===== src/rtl/crs_pkg.sv =====
`timescale 1ns / 1ps
// crs_pkg: types and constants shared by the slash and newline collapsing filter
// no dependencies

package crs_pkg;

    localparam logic [7:0] CH_NEWLINE = 8'h0A;
    localparam logic [7:0] CH_SLASH   = 8'h2F;

    localparam logic [1:0] RUN_MAX       = 2'd3;
    localparam logic [2:0] TAIL_FILL_MAX = 3'd6;
    localparam logic [2:0] PFX5_LEN      = 3'd5;
    localparam logic [2:0] PFX6_LEN      = 3'd6;

    localparam logic [39:0] PFX_HTTP  = "http:";
    localparam logic [47:0] PFX_HTTPS = "https:";
    localparam logic [39:0] PFX_FILE  = "file:";

    localparam logic [1:0] ALLOW_PLAIN = 2'd1;
    localparam logic [1:0] ALLOW_HTTP  = 2'd2;
    localparam logic [1:0] ALLOW_FILE  = 2'd3;

    localparam logic [1:0] MAX_NEWLINES_RESET = 2'd1;

    typedef struct packed {
        logic [1:0]  newline_run;
        logic [47:0] emitted_tail;
        logic [2:0]  tail_fill;
        logic        in_slash_run;
        logic [1:0]  slashes_kept;
        logic [1:0]  slashes_allowed;
    } crs_state_t;

    typedef struct packed {
        logic [7:0] out_char;
        logic       kept;
        logic       out_text_end;
    } crs_result_t;

endpackage


===== src/rtl/crs_ifs.sv =====
`timescale 1ns / 1ps
// crs_ifs: valid/ready channel interfaces for text input, filtered output and config
// depends on nothing

interface crs_text_if;
    logic       valid;
    logic       ready;
    logic [7:0] in_char;
    logic       text_end;

    modport source (output valid, output in_char, output text_end, input ready);
    modport sink   (input valid, input in_char, input text_end, output ready);
endinterface

interface crs_result_if;
    logic       valid;
    logic       ready;
    logic [7:0] out_char;
    logic       kept;
    logic       out_text_end;

    modport source (output valid, output out_char, output kept, output out_text_end,
                    input ready);
    modport sink   (input valid, input out_char, input kept, input out_text_end,
                    output ready);
endinterface

interface crs_cfg_if;
    logic       valid;
    logic       ready;
    logic [1:0] max_newlines;

    modport source (output valid, output max_newlines, input ready);
    modport sink   (input valid, input max_newlines, output ready);
endinterface


===== src/rtl/crs_filter.sv =====
`timescale 1ns / 1ps
// crs_filter: combinational keep/drop decision and next running state for one byte
// depends on crs_pkg

module crs_filter
    import crs_pkg::*;
(
    input  crs_state_t  cur,
    input  logic [1:0]  max_newlines,
    input  logic [7:0]  in_char,
    input  logic        text_end,
    output crs_state_t  nxt,
    output crs_result_t result
);

    logic is_http;
    logic is_https;
    logic is_file;
    logic keep;
    crs_state_t work;

    assign is_http  = (cur.tail_fill >= PFX5_LEN) && (cur.emitted_tail[39:0] == PFX_HTTP);
    assign is_https = (cur.tail_fill >= PFX6_LEN) && (cur.emitted_tail == PFX_HTTPS);
    assign is_file  = (cur.tail_fill >= PFX5_LEN) && (cur.emitted_tail[39:0] == PFX_FILE);

    always_comb
    begin
        work = cur;
        keep = 1'b0;
        if (in_char == CH_NEWLINE)
        begin
            if (cur.newline_run != RUN_MAX)
            begin
                work.newline_run = cur.newline_run + 2'd1;
            end
            keep = (work.newline_run <= max_newlines);
            work.in_slash_run = 1'b0;
        end
        else
        begin
            work.newline_run = '0;
            if (in_char != CH_SLASH)
            begin
                keep = 1'b1;
                work.in_slash_run = 1'b0;
            end
            else
            begin
                // run length fixed at first slash
                if (!cur.in_slash_run)
                begin
                    if (is_http || is_https)
                    begin
                        work.slashes_allowed = ALLOW_HTTP;
                    end
                    else if (is_file)
                    begin
                        work.slashes_allowed = ALLOW_FILE;
                    end
                    else
                    begin
                        work.slashes_allowed = ALLOW_PLAIN;
                    end
                    work.slashes_kept = '0;
                    work.in_slash_run = 1'b1;
                end
                if (work.slashes_kept < work.slashes_allowed)
                begin
                    keep = 1'b1;
                    work.slashes_kept = work.slashes_kept + 2'd1;
                end
            end
        end

        if (keep)
        begin
            work.emitted_tail = {cur.emitted_tail[39:0], in_char};
            if (cur.tail_fill != TAIL_FILL_MAX)
            begin
                work.tail_fill = cur.tail_fill + 3'd1;
            end
        end

        nxt = work;
        if (text_end)
        begin
            nxt = '0;
            nxt.newline_run = max_newlines;
        end

        result.out_char     = keep ? in_char : 8'd0;
        result.kept         = keep;
        result.out_text_end = text_end;
    end

endmodule


===== src/rtl/collapse_repeated_slashes.sv =====
`timescale 1ns / 1ps
// collapse_repeated_slashes: top level of the slash and newline collapsing byte filter
// depends on crs_pkg, crs_ifs, crs_filter
//
// Takes one byte per cycle while input is ready and returns one registered result per
// byte, saying whether it is kept. The running state (newline run, slash run, six-byte
// tail of emitted bytes) is updated in the same cycle the byte is taken, so bytes follow
// back to back, but a config write in that cycle takes priority and the byte's update
// is lost. Results go through an output register backed by a one-entry skid register,
// so the input stays ready while one result waits; input ready drops only when both are
// full. Config writes are always ready and also load the newline run, as at the start of a text.

module collapse_repeated_slashes
    import crs_pkg::*;
(
    input  logic                clk,
    input  logic                rst_n,
    crs_text_if.sink            text,
    crs_result_if.source        filtered,
    crs_cfg_if.sink             cfg
);

    crs_state_t  state_reg;
    crs_state_t  state_next;
    crs_result_t result_next;
    crs_result_t out_reg;
    crs_result_t skid_reg;
    logic        out_valid_reg;
    logic        skid_valid_reg;
    logic [1:0]  max_newlines_reg;
    logic        in_fire;
    logic        out_fire;
    logic        cfg_fire;
    logic        out_free;

    crs_filter u_filter (
        .cur          (state_reg),
        .max_newlines (max_newlines_reg),
        .in_char      (text.in_char),
        .text_end     (text.text_end),
        .nxt          (state_next),
        .result       (result_next)
    );

    assign text.ready = !skid_valid_reg;
    assign cfg.ready  = 1'b1;
    assign in_fire    = text.valid && text.ready;
    assign out_fire   = out_valid_reg && filtered.ready;
    assign cfg_fire   = cfg.valid;
    assign out_free   = !out_valid_reg || out_fire;

    assign filtered.valid        = out_valid_reg;
    assign filtered.out_char     = out_reg.out_char;
    assign filtered.kept         = out_reg.kept;
    assign filtered.out_text_end = out_reg.out_text_end;

    // running state and config
    always_ff @(posedge clk or negedge rst_n)
    begin
        if (!rst_n)
        begin
            max_newlines_reg <= MAX_NEWLINES_RESET;
            state_reg        <= '{newline_run: MAX_NEWLINES_RESET, default: '0};
        end
        else if (cfg_fire)
        begin
            max_newlines_reg      <= cfg.max_newlines;
            state_reg.newline_run <= cfg.max_newlines;
        end
        else if (in_fire)
        begin
            state_reg <= state_next;
        end
    end

    // output register with skid
    always_ff @(posedge clk or negedge rst_n)
    begin
        if (!rst_n)
        begin
            out_valid_reg  <= 1'b0;
            skid_valid_reg <= 1'b0;
        end
        else
        begin
            if (skid_valid_reg)
            begin
                if (out_free)
                begin
                    out_valid_reg  <= 1'b1;
                    skid_valid_reg <= 1'b0;
                end
            end
            else if (in_fire)
            begin
                if (out_free)
                begin
                    out_valid_reg <= 1'b1;
                end
                else
                begin
                    skid_valid_reg <= 1'b1;
                end
            end
            else if (out_fire)
            begin
                out_valid_reg <= 1'b0;
            end
        end
    end

    always_ff @(posedge clk)
    begin
        if (skid_valid_reg)
        begin
            if (out_free)
            begin
                out_reg <= skid_reg;
            end
        end
        else if (in_fire)
        begin
            if (out_free)
            begin
                out_reg <= result_next;
            end
            else
            begin
                skid_reg <= result_next;
            end
        end
    end

endmodule

===== src/flat_wrapper.sv =====
// flat-port wrapper written by rule: the top's interface ports become plain ports
module collapse_repeated_slashes_flat import crs_pkg::*;
  (clk, rst_n, text_valid, text_in_char, text_text_end, text_ready, filtered_valid, filtered_out_char, filtered_kept, filtered_out_text_end, filtered_ready, cfg_valid, cfg_max_newlines, cfg_ready);
  crs_text_if text_i ();
  crs_result_if filtered_i ();
  crs_cfg_if cfg_i ();
  input  logic clk;
  input  logic rst_n;
  input wire logic [$bits(text_i.valid)-1:0] text_valid;
  input wire logic [$bits(text_i.in_char)-1:0] text_in_char;
  input wire logic [$bits(text_i.text_end)-1:0] text_text_end;
  output wire logic [$bits(text_i.ready)-1:0] text_ready;
  output wire logic [$bits(filtered_i.valid)-1:0] filtered_valid;
  output wire logic [$bits(filtered_i.out_char)-1:0] filtered_out_char;
  output wire logic [$bits(filtered_i.kept)-1:0] filtered_kept;
  output wire logic [$bits(filtered_i.out_text_end)-1:0] filtered_out_text_end;
  input wire logic [$bits(filtered_i.ready)-1:0] filtered_ready;
  input wire logic [$bits(cfg_i.valid)-1:0] cfg_valid;
  input wire logic [$bits(cfg_i.max_newlines)-1:0] cfg_max_newlines;
  output wire logic [$bits(cfg_i.ready)-1:0] cfg_ready;
  assign text_i.valid = text_valid;
  assign text_i.in_char = text_in_char;
  assign text_i.text_end = text_text_end;
  assign text_ready = text_i.ready;
  assign filtered_valid = filtered_i.valid;
  assign filtered_out_char = filtered_i.out_char;
  assign filtered_kept = filtered_i.kept;
  assign filtered_out_text_end = filtered_i.out_text_end;
  assign filtered_i.ready = filtered_ready;
  assign cfg_i.valid = cfg_valid;
  assign cfg_i.max_newlines = cfg_max_newlines;
  assign cfg_ready = cfg_i.ready;
  collapse_repeated_slashes u_core (.clk(clk), .rst_n(rst_n), .text(text_i), .filtered(filtered_i), .cfg(cfg_i));
endmodule

===== config.mk =====
export PLATFORM = sky130hd
export DESIGN_NAME = collapse_repeated_slashes_flat
export DESIGN_NICKNAME = d
export VERILOG_FILES = /design/src/rtl/crs_pkg.sv /design/src/rtl/crs_ifs.sv /design/src/rtl/crs_filter.sv /design/src/rtl/collapse_repeated_slashes.sv /design/src/flat_wrapper.sv
export SDC_FILE = /design/constraint.sdc
export NUM_CORES = 1
export LEC_CHECK = 0
export ABC_CLOCK_PERIOD_IN_PS = 5660
export BUFFER_PORTS_ARGS = -buffer_cell sky130_fd_sc_hd__buf_4
export CELL_PAD_IN_SITES_DETAIL_PLACEMENT = 1
export CELL_PAD_IN_SITES_GLOBAL_PLACEMENT = 1
export CORE_MARGIN = 3
export CORE_UTILIZATION = 41
export CTS_CLUSTER_DIAMETER = 120
export DETAILED_ROUTE_END_ITERATION = 16
export GPL_TIMING_DRIVEN = 0
export PLACE_DENSITY_LB_ADDON = 0.1
export REMOVE_ABC_BUFFERS = 1
export SYNTH_ARGS = -nofsm -noshare
export SYNTH_HDL_FRONTEND = slang
export SYNTH_SLANG_ARGS = --single-unit
export TNS_END_PERCENT = 10

===== constraint.sdc =====
create_clock -name clk -period 5.66 [get_ports clk]
set_input_delay 0.283 -clock clk [delete_from_list [all_inputs] [get_ports clk]]
set_output_delay 0.283 -clock clk [all_outputs]
set_load 0.01 [all_outputs]

==> reports/qor.yml, run 1 <==
run_status:
  status: "complete, but fails checks"
  failed_checks: "hold timing"
layout:
  nNetsFinal: 355
  largest_reg_flops: 58
  num-fill-cells: 919
  syn_to_final_growth_pct: 13.13
  antenna_cells: 0
  drive_gt1_share_pct: 18.34
critical_path:
  crit_required_ns: 5.95
  crit_path_start_kind: "register"
  cp-end-kind: "register"
  r2r_cells: 12
  crit_type: "reg -> reg"
  cp.arrival_ns: 4.50
  crit_fanout: 47
yosys:
  ys_seq_area_share_pct: 57.80
  ys_types: 51
  synth_edf_count: 20
  synth-simple-area-share_pct: 14.90
  synth_fa_ha_area_share_pct: 2.014
  synthXorXnorAreaFrac_pct: 0
  ys.flop_type: "dfrtp_1"
  synthMuxAreaShare_pct: 1.813
  avgSynthCellArea_um2: 12.02
  synthCells: 310
  ys_ff_latch: 82
  yosysWarnings: 0
  synth_compound_area_share_pct: 19.54
  synth_top_family_by_area: "compound AO/OA/AOI/OAI gates"
  synth_async_sr_flop_share_pct: 75.61
  synth_area_mm2: 0.003727
global_routing:
  antenna_found_initial: 0
  grt_pass1_wl_um: 14230
  gr-total-overflow: 0
  grt_max_degree: 63
  first_global_vias: 2634
  track_usage_pct: 17.98
sta:
  worstMarginPinSlew_ns: 0.9000
  finalHoldViolCount: 3
  fin_ws_ns: 1.452
  fin_crit_sh_pct: 74.35
  rsz0062_at_grt: "no"
  tns_ns: 0
  post-route-min-period_ns: 4.208
  fin_skew_ns: 0.01424
  hold-worst-slack_ns: -0.004673
  finalSetupViolCount: 0
  drv_slew: 0
  slew_headroom_pct: 39.78
  fmax_mhz: 237.6
placement:
  gp_congestion: 0.7880
  post-dp-hpwl_um: 5836
  io_buffers: 27
  post-place-ws_ns: 1.435
cts:
  clk_latency_ns: 0.36
  cts_tree: "built"
  cts.sink_count: 82
  clk_path_buf_depth: 2
  clk_pin_slew_ns: 0.09
  cts_resized: 0
  cts_max_level: 3
  cts-buffers-inserted: 9
  cts_hold_buf: 0
  cts_root_buffer: "clkbuf_8"
  post-cts-setup-buffer-count: 0
floorplanning:
  num_rows: 34
  io_pins: 29
  die-area_mm2: 0.01027
  core_mm2: 0.008763
  die_h_um: 101.3
  start_util_pct: 42.53
  die_x_um: 101.3
route:
  ant_nets: 0
  detail_route.first_pass.iterations: 4
  vias: 2646
  wl_um: 8627
  route.detailed.drc: 0
  via_per_inst: 5.933
  avgRoutedWirePerCell_um: 19.34
  drt_iter0_markers: 155
worst_hold_path:
  hp-class: "in -> async"
pwr:
  p_leak_nw: 1.785
  irDropWorstVdd_uv: 182.3
  power_density_mw_per_mm2: 307.0
run:
  cap_violations: 0
## logic make-up (layout without fill, tap and decap cells)
kind of cell	Yosys count	in the layout
AO/OA/AOI/OAI	95	95
adder cells (fa/ha/maj)	6	6
flip-flops	82	82
other	1	1
AND/OR/NAND/NOR	92	92
buffers and inverters	28	56
multiplexers	6	6
## synth_stat cells (all sizes together), types with 3 or more instances
cell type | number | share of area [%]
o21ai | 16 | 2.1
nand3b | 6 | 1.2
nand4b | 3 | 0.71
a21oi | 8 | 1.1
buf | 8 | 1.8
nand3 | 5 | 0.67
nor3 | 6 | 0.81
a22o | 48 | 11
a31oi | 5 | 0.84
nand2 | 18 | 1.8
edfxtp | 20 | 16
nand2b | 6 | 1.0
nor2 | 16 | 1.6
inv | 12 | 1.2
nor4bb | 3 | 0.81
nor4b | 5 | 1.6
clkbuf | 8 | 0.81
ha | 6 | 2.0
a31o | 3 | 0.71
mux2 | 6 | 1.8
nor2b | 5 | 0.84
and2 | 7 | 1.2
dfrtp | 60 | 40
## area by class of cell
cell class | instances | area (µm²) | area share, %
flip-flops and latches | 82 | 2155 | 51.10
clock buffers | 12 | 170.2 | 4.036
well taps | 108 | 135.1 | 3.205
clock inverters | 4 | 55.05 | 1.306
inverters | 12 | 45.04 | 1.068
repair buffers | 28 | 222.7 | 5.282
multi-input cells | 200 | 1434 | 34.01
## through the flow
step	std cells	util (%)	total power, mW	area, µm²
2_1_floorplan	294	-	0.7665	3630
5_1_grt	446	48.12	1.353	4217
3_5_place_dp	430	45.55	0.8347	3991
3_3_place_gp	429	45.27	0.8283	3968
6_report	446	48.12	1.294	4217
4_1_cts	446	48.12	1.310	4217
## metal layers
layer  vias up  wire, µm  track usage, %
li1       1220         -               -
met5         -         0               0
met1      1372      4400           27.46
met3        10       264           4.063
met4         0       113           5.521
met2        44      3849           25.35
## placed cells by master (no fill, tap or decap), drive strengths merged, types with 2 or more instances in the layout
cell type,instances
and4b,2
or2,2
nor4,2
nand2,18
edfxtp,20
a31o,3
nor4bb,3
and2,7
nor2,16
a21oi,8
nand3b,6
nor2b,5
o21ai,16
dfstp,2
a31oi,5
nor4b,5
mux2,6
ha,6
nand3,5
a41oi,2
inv,13
a21o,2
nand4b,3
nor3,6
a22o,48
dfrtp,60
clkbuf,12
buf,28
nand2b,6
## path summary, 6_finish.rpt
check                                                       from                                     end  slack [ns]
worst max register to register  u_core.state_reg[35]$_DFFE_PN0P_        u_core.state_reg[38]$_DFFE_PN0P_        1.45
worst min register to register   u_core.state_reg[3]$_DFFE_PN0P_         u_core.state_reg[3]$_DFFE_PN0P_        0.48
worst max-delay path            u_core.state_reg[35]$_DFFE_PN0P_        u_core.state_reg[38]$_DFFE_PN0P_        1.45
min in group clk                                       cfg_valid  u_core.max_newlines_reg[0]$_DFFE_PN1P_        0.13
worst min-delay path                                       rst_n  u_core.max_newlines_reg[1]$_DFFE_PN0P_      -0.005
max in group asynchronous                                  rst_n         u_core.state_reg[9]$_DFFE_PN0P_        5.13
## where the power goes
group | switching (mW) | internal (mW)
clock network | 0.223 | 0.250
logic | 0.0695 | 0.0619
registers | 0.0395 | 0.650
## critical path: stages (launching register included)
cell	delay, ns
dfrtp_1	0.42
nor4bb_1	0.35
nand3b_1	0.17
nor4b_4	0.41
a22oi_1	0.12
nand2b_1	0.19
a21boi_0	0.14
ha_1	0.29
nor2_1	0.40
nor2_1	0.12
a41oi_2	0.40
and3b_2	0.84
a22o_1	0.26
Note: power is estimated with default switching activity, not from simulation.
==> run 2: changes to the inputs <==
--- a/config.mk
+++ b/config.mk
@@ -5,7 +5,7 @@
 export SDC_FILE = /design/constraint.sdc
 export NUM_CORES = 1
 export LEC_CHECK = 0
-export ABC_CLOCK_PERIOD_IN_PS = 5660
+export ABC_CLOCK_PERIOD_IN_PS = 4240
 export BUFFER_PORTS_ARGS = -buffer_cell sky130_fd_sc_hd__buf_4
 export CELL_PAD_IN_SITES_DETAIL_PLACEMENT = 1
 export CELL_PAD_IN_SITES_GLOBAL_PLACEMENT = 1
==> constraint.sdc (replaced) <==
create_clock -name clk -period 4.24 [get_ports clk]
set_input_delay 0.212 -clock clk [delete_from_list [all_inputs] [get_ports clk]]
set_output_delay 0.212 -clock clk [all_outputs]
set_load 0.01 [all_outputs]
==> reports/qor.yml, run 2 (synthesis results as in run 1) <==
sta:
  drv_slew: 0  # unchanged
  post-route-min-period_ns: 3.857  # was 4.208 ns
  worstMarginPinSlew_ns: 0.8719  # was 0.9000 ns
  fin_skew_ns: 0.01434  # was 0.01424 ns
  fmax_mhz: 259.3  # was 237.6 MHz
  tns_ns: 0  # unchanged
  slew_headroom_pct: 41.66  # was 39.78%
  finalHoldViolCount: 0  # was 3
  rsz0062_at_grt: "no"  # unchanged
  fin_crit_sh_pct: 90.96  # was 74.35%
  hold-worst-slack_ns: 0.06152  # was -0.004673 ns
  finalSetupViolCount: 0  # unchanged
route:
  vias: 2622  # was 2646
  via_per_inst: 5.866  # was 5.933
  highest_layer: "met4"  # unchanged
  drt_iter0_markers: 143  # was 155
  met2_length_um: 3870  # was 3849 µm
  ant_nets: 0  # unchanged
  avgRoutedWirePerCell_um: 19.32  # was 19.34 µm
  routed-wl-met3_um: 229  # was 264 µm
  wl_um: 8636  # was 8627 µm
  met1_length_um: 4420  # was 4400 µm
  route.detailed.drc: 0  # unchanged
  detail_route.first_pass.iterations: 5  # was 4
critical_path:
  cp-end-kind: "register"  # unchanged
  critPathSlowestCell: "and3b_4"  # was and3b_2
  crit_cells: 12  # unchanged
  crit_required_ns: 4.54  # was 5.95 ns
  max_stage_delay_ns: 0.64  # was 0.84 ns
  crit_type: "reg -> reg"  # unchanged
  crit_path_start_kind: "register"  # unchanged
  cp.arrival_ns: 4.15  # was 4.50 ns
  r2r_cells: 12  # unchanged
  path_cells: "nor4bb_1, nand3b_1, nor4b_4, a22oi_1, nand2b_1, a21boi_0, ha_1, nor2_2, nor2_1, a41oi_2, and3b_4, a22o_1"  # was nor4bb_1, nand3b_1, nor4b_4, a22oi_1, nand2b_1, a21boi_0, ha_1, nor2_1, nor2_1, a41oi_2, and3b_2, a22o_1
  cp.buffers_inverters: 0  # unchanged
  crit_fanout: 47  # unchanged
  critical-path-top-delay-family: "simple AND/OR/NAND/NOR gates"  # unchanged
pwr:
  p_leak_nw: 1.787  # was 1.785 nW
  power_density_mw_per_mm2: 408.2  # was 307.0 mW/mm²
  irDropWorstVdd_uv: 243.9  # was 182.3 µV
run_status:
  status: "complete, no violations"  # was complete, but fails checks
floorplanning:
  die_x_um: 101.3  # unchanged
  start_util_pct: 42.53  # unchanged
  die-area_mm2: 0.01027  # unchanged
  die_h_um: 101.3  # unchanged
  num_rows: 34  # unchanged
  core_mm2: 0.008763  # unchanged
  io_pins: 29  # unchanged
placement:
  gp_congestion: 0.7880  # unchanged
  io_buffers: 27  # unchanged
  place_area_mm2: 0.003991  # unchanged
  post-dp-hpwl_um: 5836  # unchanged
layout:
  final_common_cell: "dfrtp_1"  # unchanged
  fin_area_mm2: 0.004232  # was 0.004217 mm²
  antenna_cells: 0  # unchanged
  layout_common_cells: "dfrtp_1 (60), a22o_1 (48), buf_4 (27)"  # unchanged
  nNetsFinal: 356  # was 355
  num-fill-cells: 918  # was 919
  syn_to_final_growth_pct: 13.53  # was 13.13%
  multi_input_area_mm2: 0.001439  # was 0.001434 mm²
  register_area_mm2: 0.002155  # unchanged
  largest_reg_flops: 58  # unchanged
  drive_gt1_share_pct: 18.58  # was 18.34%
cts:
  cts_tree: "built"  # unchanged
  post-cts-setup-buffer-count: 0  # unchanged
  cts_root_buffer: "clkbuf_8"  # unchanged
  cts.sink_count: 82  # unchanged
  clk_pin_slew_ns: 0.09  # about the same
  clk_latency_ns: 0.36  # about the same
  clk_path_buf_depth: 2  # unchanged
  cts-buffers-inserted: 9  # unchanged
  cts_max_level: 3  # unchanged
global_routing:
  grt_pass1_wl_um: 14260  # was 14230 µm
  grt_max_degree: 63  # unchanged
  first_global_vias: 2646  # was 2634
  track_usage_pct: 18.01  # was 17.98%
  gr-total-overflow: 0  # unchanged
  antenna_found_initial: 0  # unchanged
worst_hold_path:
  hp-class: "in -> reg"  # was in -> async
  holdPathStages: 2
run:
  cap_violations: 0  # unchanged
## run 2: cell type report
| type | instances | area share (%) |
|---|---|---|
| sequential | 82 | 50.92 |
| multi-input combinational | 200 | 34.00 |
| timing repair buffer | 29 | 5.500 |
| clock buffer | 12 | 4.021 |
| tap | 108 | 3.193 |
| clock inverter | 4 | 1.301 |
| inverter | 12 | 1.064 |
## run 2: power breakdown
part / total (mW) / leakage, nW / switching [mW] / internal, mW
Sequential: 0.921 / 1.01 / 0.0528 / 0.868
Combinational: 0.177 / 0.662 / 0.0932 / 0.0836
Clock: 0.630 / 0.112 / 0.296 / 0.334
Total: 1.73 / 1.79 / 0.442 / 1.29
## run 2: through the flow
stage                     utilization (%)  setup WS, ns  cells  power (mW)
final                               48.29        0.3832    447       1.727
after global routing                48.29       0.03812    447       1.807
after CTS                           48.23       0.01047    447       1.749
after detailed placement            45.55       0.01455    430       1.114
after global placement              45.27       -0.5770    429       1.106
after floorplan                         -        0.4706    294       1.023
## run 2: worst reg2reg max path: stages, from the launching register on
cell and delay [ns]:
dfrtp_1 0.42, nor4bb_1 0.35, nand3b_1 0.17, nor4b_4 0.41, a22oi_1 0.12, nand2b_1 0.19
a21boi_0 0.14, ha_1 0.31, nor2_2 0.29, nor2_1 0.11, a41oi_2 0.41, and3b_4 0.64
a22o_1 0.25
## run 2: worst paths after layout
check	startpoint	to	slack [ns]
hold / removal	cfg_valid	u_core.max_newlines_reg[0]$_DFFE_PN1P_	0.06
hold reg to reg	u_core.state_reg[3]$_DFFE_PN0P_	u_core.state_reg[3]$_DFFE_PN0P_	0.48
setup reg to reg	u_core.state_reg[35]$_DFFE_PN0P_	u_core.state_reg[38]$_DFFE_PN0P_	0.38
min in group asynchronous	rst_n	u_core.state_reg[57]$_DFFE_PN0P_	0.47
max in group asynchronous	rst_n	u_core.state_reg[9]$_DFFE_PN0P_	3.23
setup / recovery	u_core.state_reg[35]$_DFFE_PN0P_	u_core.state_reg[38]$_DFFE_PN0P_	0.38
## run 2: repair_timing
item,in CTS,in global routing
resized for setup,0,2
endpoints found under the setup margin,0,47
hold buffers,1,0
endpoints found under the hold margin,60,0
## run 2: routing by layer
metal	vias up	global-route usage, %
li1	1226	-
met1	1353	27.46
met2	33	25.45
met3	10	4.063
met4	0	5.521
met5	-	0
==> run 3: changes to the inputs <==
--- a/config.mk
+++ b/config.mk
@@ -5,6 +5,7 @@
 export SDC_FILE = /design/constraint.sdc
 export NUM_CORES = 1
 export LEC_CHECK = 0
+export ABC_AREA = 1
 export ABC_CLOCK_PERIOD_IN_PS = 4240
 export BUFFER_PORTS_ARGS = -buffer_cell sky130_fd_sc_hd__buf_4
 export CELL_PAD_IN_SITES_DETAIL_PLACEMENT = 1
==> reports/qor.yml, run 3 <==
sta:
  fin_skew_ns: 0.009349  # was 0.01434 ns
  finalHoldViolCount: 0  # unchanged
  tns_ns: 0  # unchanged
  slew_headroom_pct: 37.92  # was 41.66%
  fin_crit_sh_pct: 75.26  # was 90.96%
  rsz0062_at_grt: "no"  # unchanged
  worstMarginPinSlew_ns: 0.9278  # was 0.8719 ns
  fmax_mhz: 313.4  # was 259.3 MHz
  drv_slew: 0  # unchanged
  post-route-min-period_ns: 3.191  # was 3.857 ns
  finalSetupViolCount: 0  # unchanged
yosys:
  synth_top_family_by_area: "simple AND/OR/NAND/NOR gates"  # was compound AO/OA/AOI/OAI gates
  synth_compound_area_share_pct: 2.866  # was 19.54%
  synth_edf_count: 20  # unchanged
  yosysTopAreaCell: "dfrtp_1"  # unchanged
  synthCells: 469  # was 310
  synth_area_mm2: 0.003842  # was 0.003727 mm²
  ys_top_cells_by_count: "nand2_1 (215), dfrtp_1 (60), inv_1 (44), nor2_1 (40), edfxtp_1 (20)"  # was dfrtp_1 (60), a22o_1 (48), edfxtp_1 (20), nand2_1 (18)
  ys_types: 31  # was 51
  ys_ff_latch: 82  # unchanged
  yosysWarnings: 0  # unchanged
  synth_fa_ha_area_share_pct: 1.954  # was 2.014%
  synthMuxAreaShare_pct: 0  # was 1.813%
  synthXorXnorAreaFrac_pct: 0  # unchanged
  synth-simple-area-share_pct: 32.27  # was 14.90%
  ys_seq_area_share_pct: 56.07  # was 57.80%
  avgSynthCellArea_um2: 8.193  # was 12.02 µm²
  synth.most_common_cell: "nand2_1"  # was dfrtp_1
  synthDominantCellAreaShare_pct: 39.08  # was 40.28%
  synth_async_sr_flop_share_pct: 75.61  # unchanged
  ys.flop_type: "dfrtp_1"  # unchanged
  yosys-top-cells-area: "dfrtp_1 (39%), nand2_1 (21%), edfxtp_1 (16%)"  # was dfrtp_1 (40%), edfxtp_1 (16%), a22o_1 (11%)
layout:
  fin_area_mm2: 0.004303  # was 0.004232 mm²
  largest_reg_flops: 58  # unchanged
  antenna_cells: 0  # unchanged
  drive_gt1_share_pct: 11.02  # was 18.58%
  register_area_mm2: 0.002155  # unchanged
  num-fill-cells: 1089  # was 918
  syn_to_final_growth_pct: 11.98  # was 13.53%
  multi_input_area_mm2: 0.001436  # was 0.001439 mm²
  nNetsFinal: 516  # was 356
  final_common_cell: "nand2_1"  # was dfrtp_1
  layout_common_cells: "nand2_1 (215), dfrtp_1 (60), inv_1 (44)"  # was dfrtp_1 (60), a22o_1 (48), buf_4 (27)
critical_path:
  r2r_end: "u_core.state_reg[40]$_DFFE_PN0P_"  # was u_core.state_reg[38]$_DFFE_PN0P_
  cp.buffers_inverters: 2  # was 0
  crit_type: "reg -> reg"  # unchanged
  cp-end-kind: "register"  # unchanged
  critPathSlowestCell: "nor2_4"  # was and3b_4
  crit_cells: 15  # was 12
  crit_path_start_kind: "register"  # unchanged
  crit_required_ns: 4.53  # was 4.54 ns
  crit_fanout: 40  # was 47
  r2r_slack_ns: 1.05  # was 0.38 ns
  critical-path-top-delay-family: "simple AND/OR/NAND/NOR gates"  # unchanged
  path_cells: "inv_1, ha_1, nand2_1, a2111oi_0, nand3b_1, nand3_1, inv_1, ha_1, nand2_2, nand2_2, nand2_2, nand2_4, nor2_4, nand2_1, nand2_1"  # was nor4bb_1, nand3b_1, nor4b_4, a22oi_1, nand2b_1, a21boi_0, ha_1, nor2_2, nor2_1, a41oi_2, and3b_4, a22o_1
  r2r-start: "u_core.state_reg[6]$_DFFE_PN0P_"  # was u_core.state_reg[35]$_DFFE_PN0P_
  max_stage_delay_ns: 0.69  # was 0.64 ns
  r2r_cells: 15  # was 12
  cp.arrival_ns: 3.48  # was 4.15 ns
placement:
  gp_congestion: 0.7717  # was 0.7880
  post-dp-hpwl_um: 6039  # was 5836 µm
  io_buffers: 27  # unchanged
  place_area_mm2: 0.004101  # was 0.003991 mm²
worst_hold_path:
  hp-start: "text_in_char[7]"  # was cfg_valid
  hp-class: "in -> reg"  # unchanged
  holdPathStages: 1  # was 2
  holdPathEnd: "u_core.skid_reg[9]$_DFFE_PP_"  # was u_core.max_newlines_reg[0]$_DFFE_PN1P_
route:
  vias: 3005  # was 2622
  met1_length_um: 3959  # was 4420 µm
  ant_nets: 0  # unchanged
  met2_length_um: 4316  # was 3870 µm
  detail_route.first_pass.iterations: 4  # was 5
  via_per_inst: 4.951  # was 5.866
  highest_layer: "met4"  # unchanged
  routed-wl-met3_um: 241  # was 229 µm
  wl_um: 8701  # was 8636 µm
  drt_iter0_markers: 96  # was 143
  route.detailed.drc: 0  # unchanged
  avgRoutedWirePerCell_um: 14.33  # was 19.32 µm
floorplanning:
  start_util_pct: 43.22  # was 42.53%
  die_h_um: 102.8  # was 101.3 µm
  io_pins: 29  # unchanged
  die_x_um: 102.8  # was 101.3 µm
  die-area_mm2: 0.01057  # was 0.01027 mm²
  core_mm2: 0.008891  # was 0.008763 mm²
  num_rows: 34  # unchanged
global_routing:
  track_usage_pct: 18.66  # was 18.01%
  grt_max_degree: 63  # unchanged
  gr-total-overflow: 0  # unchanged
  first_global_vias: 3200  # was 2646
  grt_pass1_wl_um: 15350  # was 14260 µm
  antenna_found_initial: 0  # unchanged
cts:
  clk_path_buf_depth: 2  # unchanged
  cts-buffers-inserted: 9  # unchanged
  clk_pin_slew_ns: 0.09  # about the same
  clk_latency_ns: 0.35  # was 0.36 ns
  cts_root_buffer: "clkbuf_8"  # unchanged
  post-cts-setup-buffer-count: 0  # unchanged
  cts.sink_count: 82  # unchanged
  cts_max_level: 3  # unchanged
  cts_tree: "built"  # unchanged
run:
  cap_violations: 0  # unchanged
run_status:
  status: "complete, no violations"  # unchanged
pwr:
  irDropWorstVdd_uv: 253.8  # was 243.9 µV
  p_leak_nw: 2.136  # was 1.787 nW
  report.power.total_mw: 1.660  # was 1.727 mW
  power_density_mw_per_mm2: 385.8  # was 408.2 mW/mm²
-- run 3: changes by cell type after synthesis, sizes merged, moves of 6 or more --
cell,before,now
nand3,5,14
and2,7,0
mux2,6,0
nand2b,6,0
nand4,1,10
nand2,18,221
a22o,48,1
inv,12,45
nor2,16,42
o21ai,16,10
-- run 3: report_power, final --
part | leakage, nW | internal [mW] | total [mW] | switching [mW]
clock network | 0.0931 | 0.270 | 0.566 | 0.295
registers | 1.02 | 0.869 | 0.918 | 0.0490
logic | 1.02 | 0.0653 | 0.177 | 0.111
total | 2.14 | 1.20 | 1.66 | 0.456
-- run 3: repair_timing --
item	4_1_cts	5_1_grt
resized for setup	0	0
endpoints found under the hold margin	60	0
hold buffers	1	0
setup endpoints to repair	0	0
-- run 3: metrics by stage --
| step | worst slack (ns) | hold slack (ns) | instances | utilization, % |
|---|---|---|---|---|
| 2_1_floorplan | 0.9909 | -0.08359 | 455 | - |
| 3_3_place_gp | -0.1409 | 0.3611 | 590 | 46.05 |
| 3_5_place_dp | 1.034 | 0.3643 | 590 | 46.13 |
| 4_1_cts | 0.9930 | 0.04038 | 607 | 48.40 |
| 5_1_grt | 0.7007 | 0.04909 | 607 | 48.40 |
| 6_report | 1.049 | 0.06722 | 607 | 48.40 |
-- run 3: cell families (layout without fill, tap and decap cells) --
group,after synthesis,count (layout)
AO/OA/AOI/OAI,20,20
flip-flops,82,82
other,1,1
AND/OR/NAND/NOR,300,300
buffers and inverters,60,90
adder cells (fa/ha/maj),6,6
-- run 3: cell type report --
cell class	instances	area share, %
multi-input combinational	327	33.38
clock inverter	7	1.570
inverter	46	4.013
sequential	82	50.07
tap	108	3.140
timing repair buffer	28	4.943
clock buffer	9	2.879
-- run 3: layer usage --
metal | vias up | global-route usage, %
li1 | 1504 | -
met1 | 1446 | 23.67
met2 | 41 | 32.03
met3 | 14 | 2.842
met4 | 0 | 7.470
met5 | - | 0
-- run 3: worst reg2reg max path, cell delays in order, from the launching register on --
cell       delay [ns]
dfrtp_1          0.44
inv_1            0.08
ha_1             0.13
nand2_1          0.09
a2111oi_0        0.47
nand3b_1         0.15
nand3_1          0.09
inv_1            0.05
ha_1             0.28
nand2_2          0.09
nand2_2          0.07
nand2_2          0.09
nand2_4          0.09
nor2_4           0.69
nand2_1          0.20
nand2_1          0.13
-- run 3: worst max-delay path by stage --
stage               slack (ns)                                to                       startpoint
finish                    1.05  u_core.state_reg[40]$_DFFE_PN0P_  u_core.state_reg[6]$_DFFE_PN0P_
global route              0.70  u_core.state_reg[13]$_DFFE_PN0P_  u_core.state_reg[6]$_DFFE_PN0P_
CTS                       0.99  u_core.state_reg[40]$_DFFE_PN0P_  u_core.state_reg[6]$_DFFE_PN0P_
detailed placement        1.03  u_core.state_reg[40]$_DFFE_PN0P_  u_core.state_reg[6]$_DFFE_PN0P_
global placement         -0.14  u_core.state_reg[17]$_DFFE_PN0P_  u_core.state_reg[6]$_DFFE_PN0P_
floorplan                 0.99  u_core.state_reg[16]$_DFFE_PN0P_  u_core.state_reg[6]$_DFFE_PN0P_
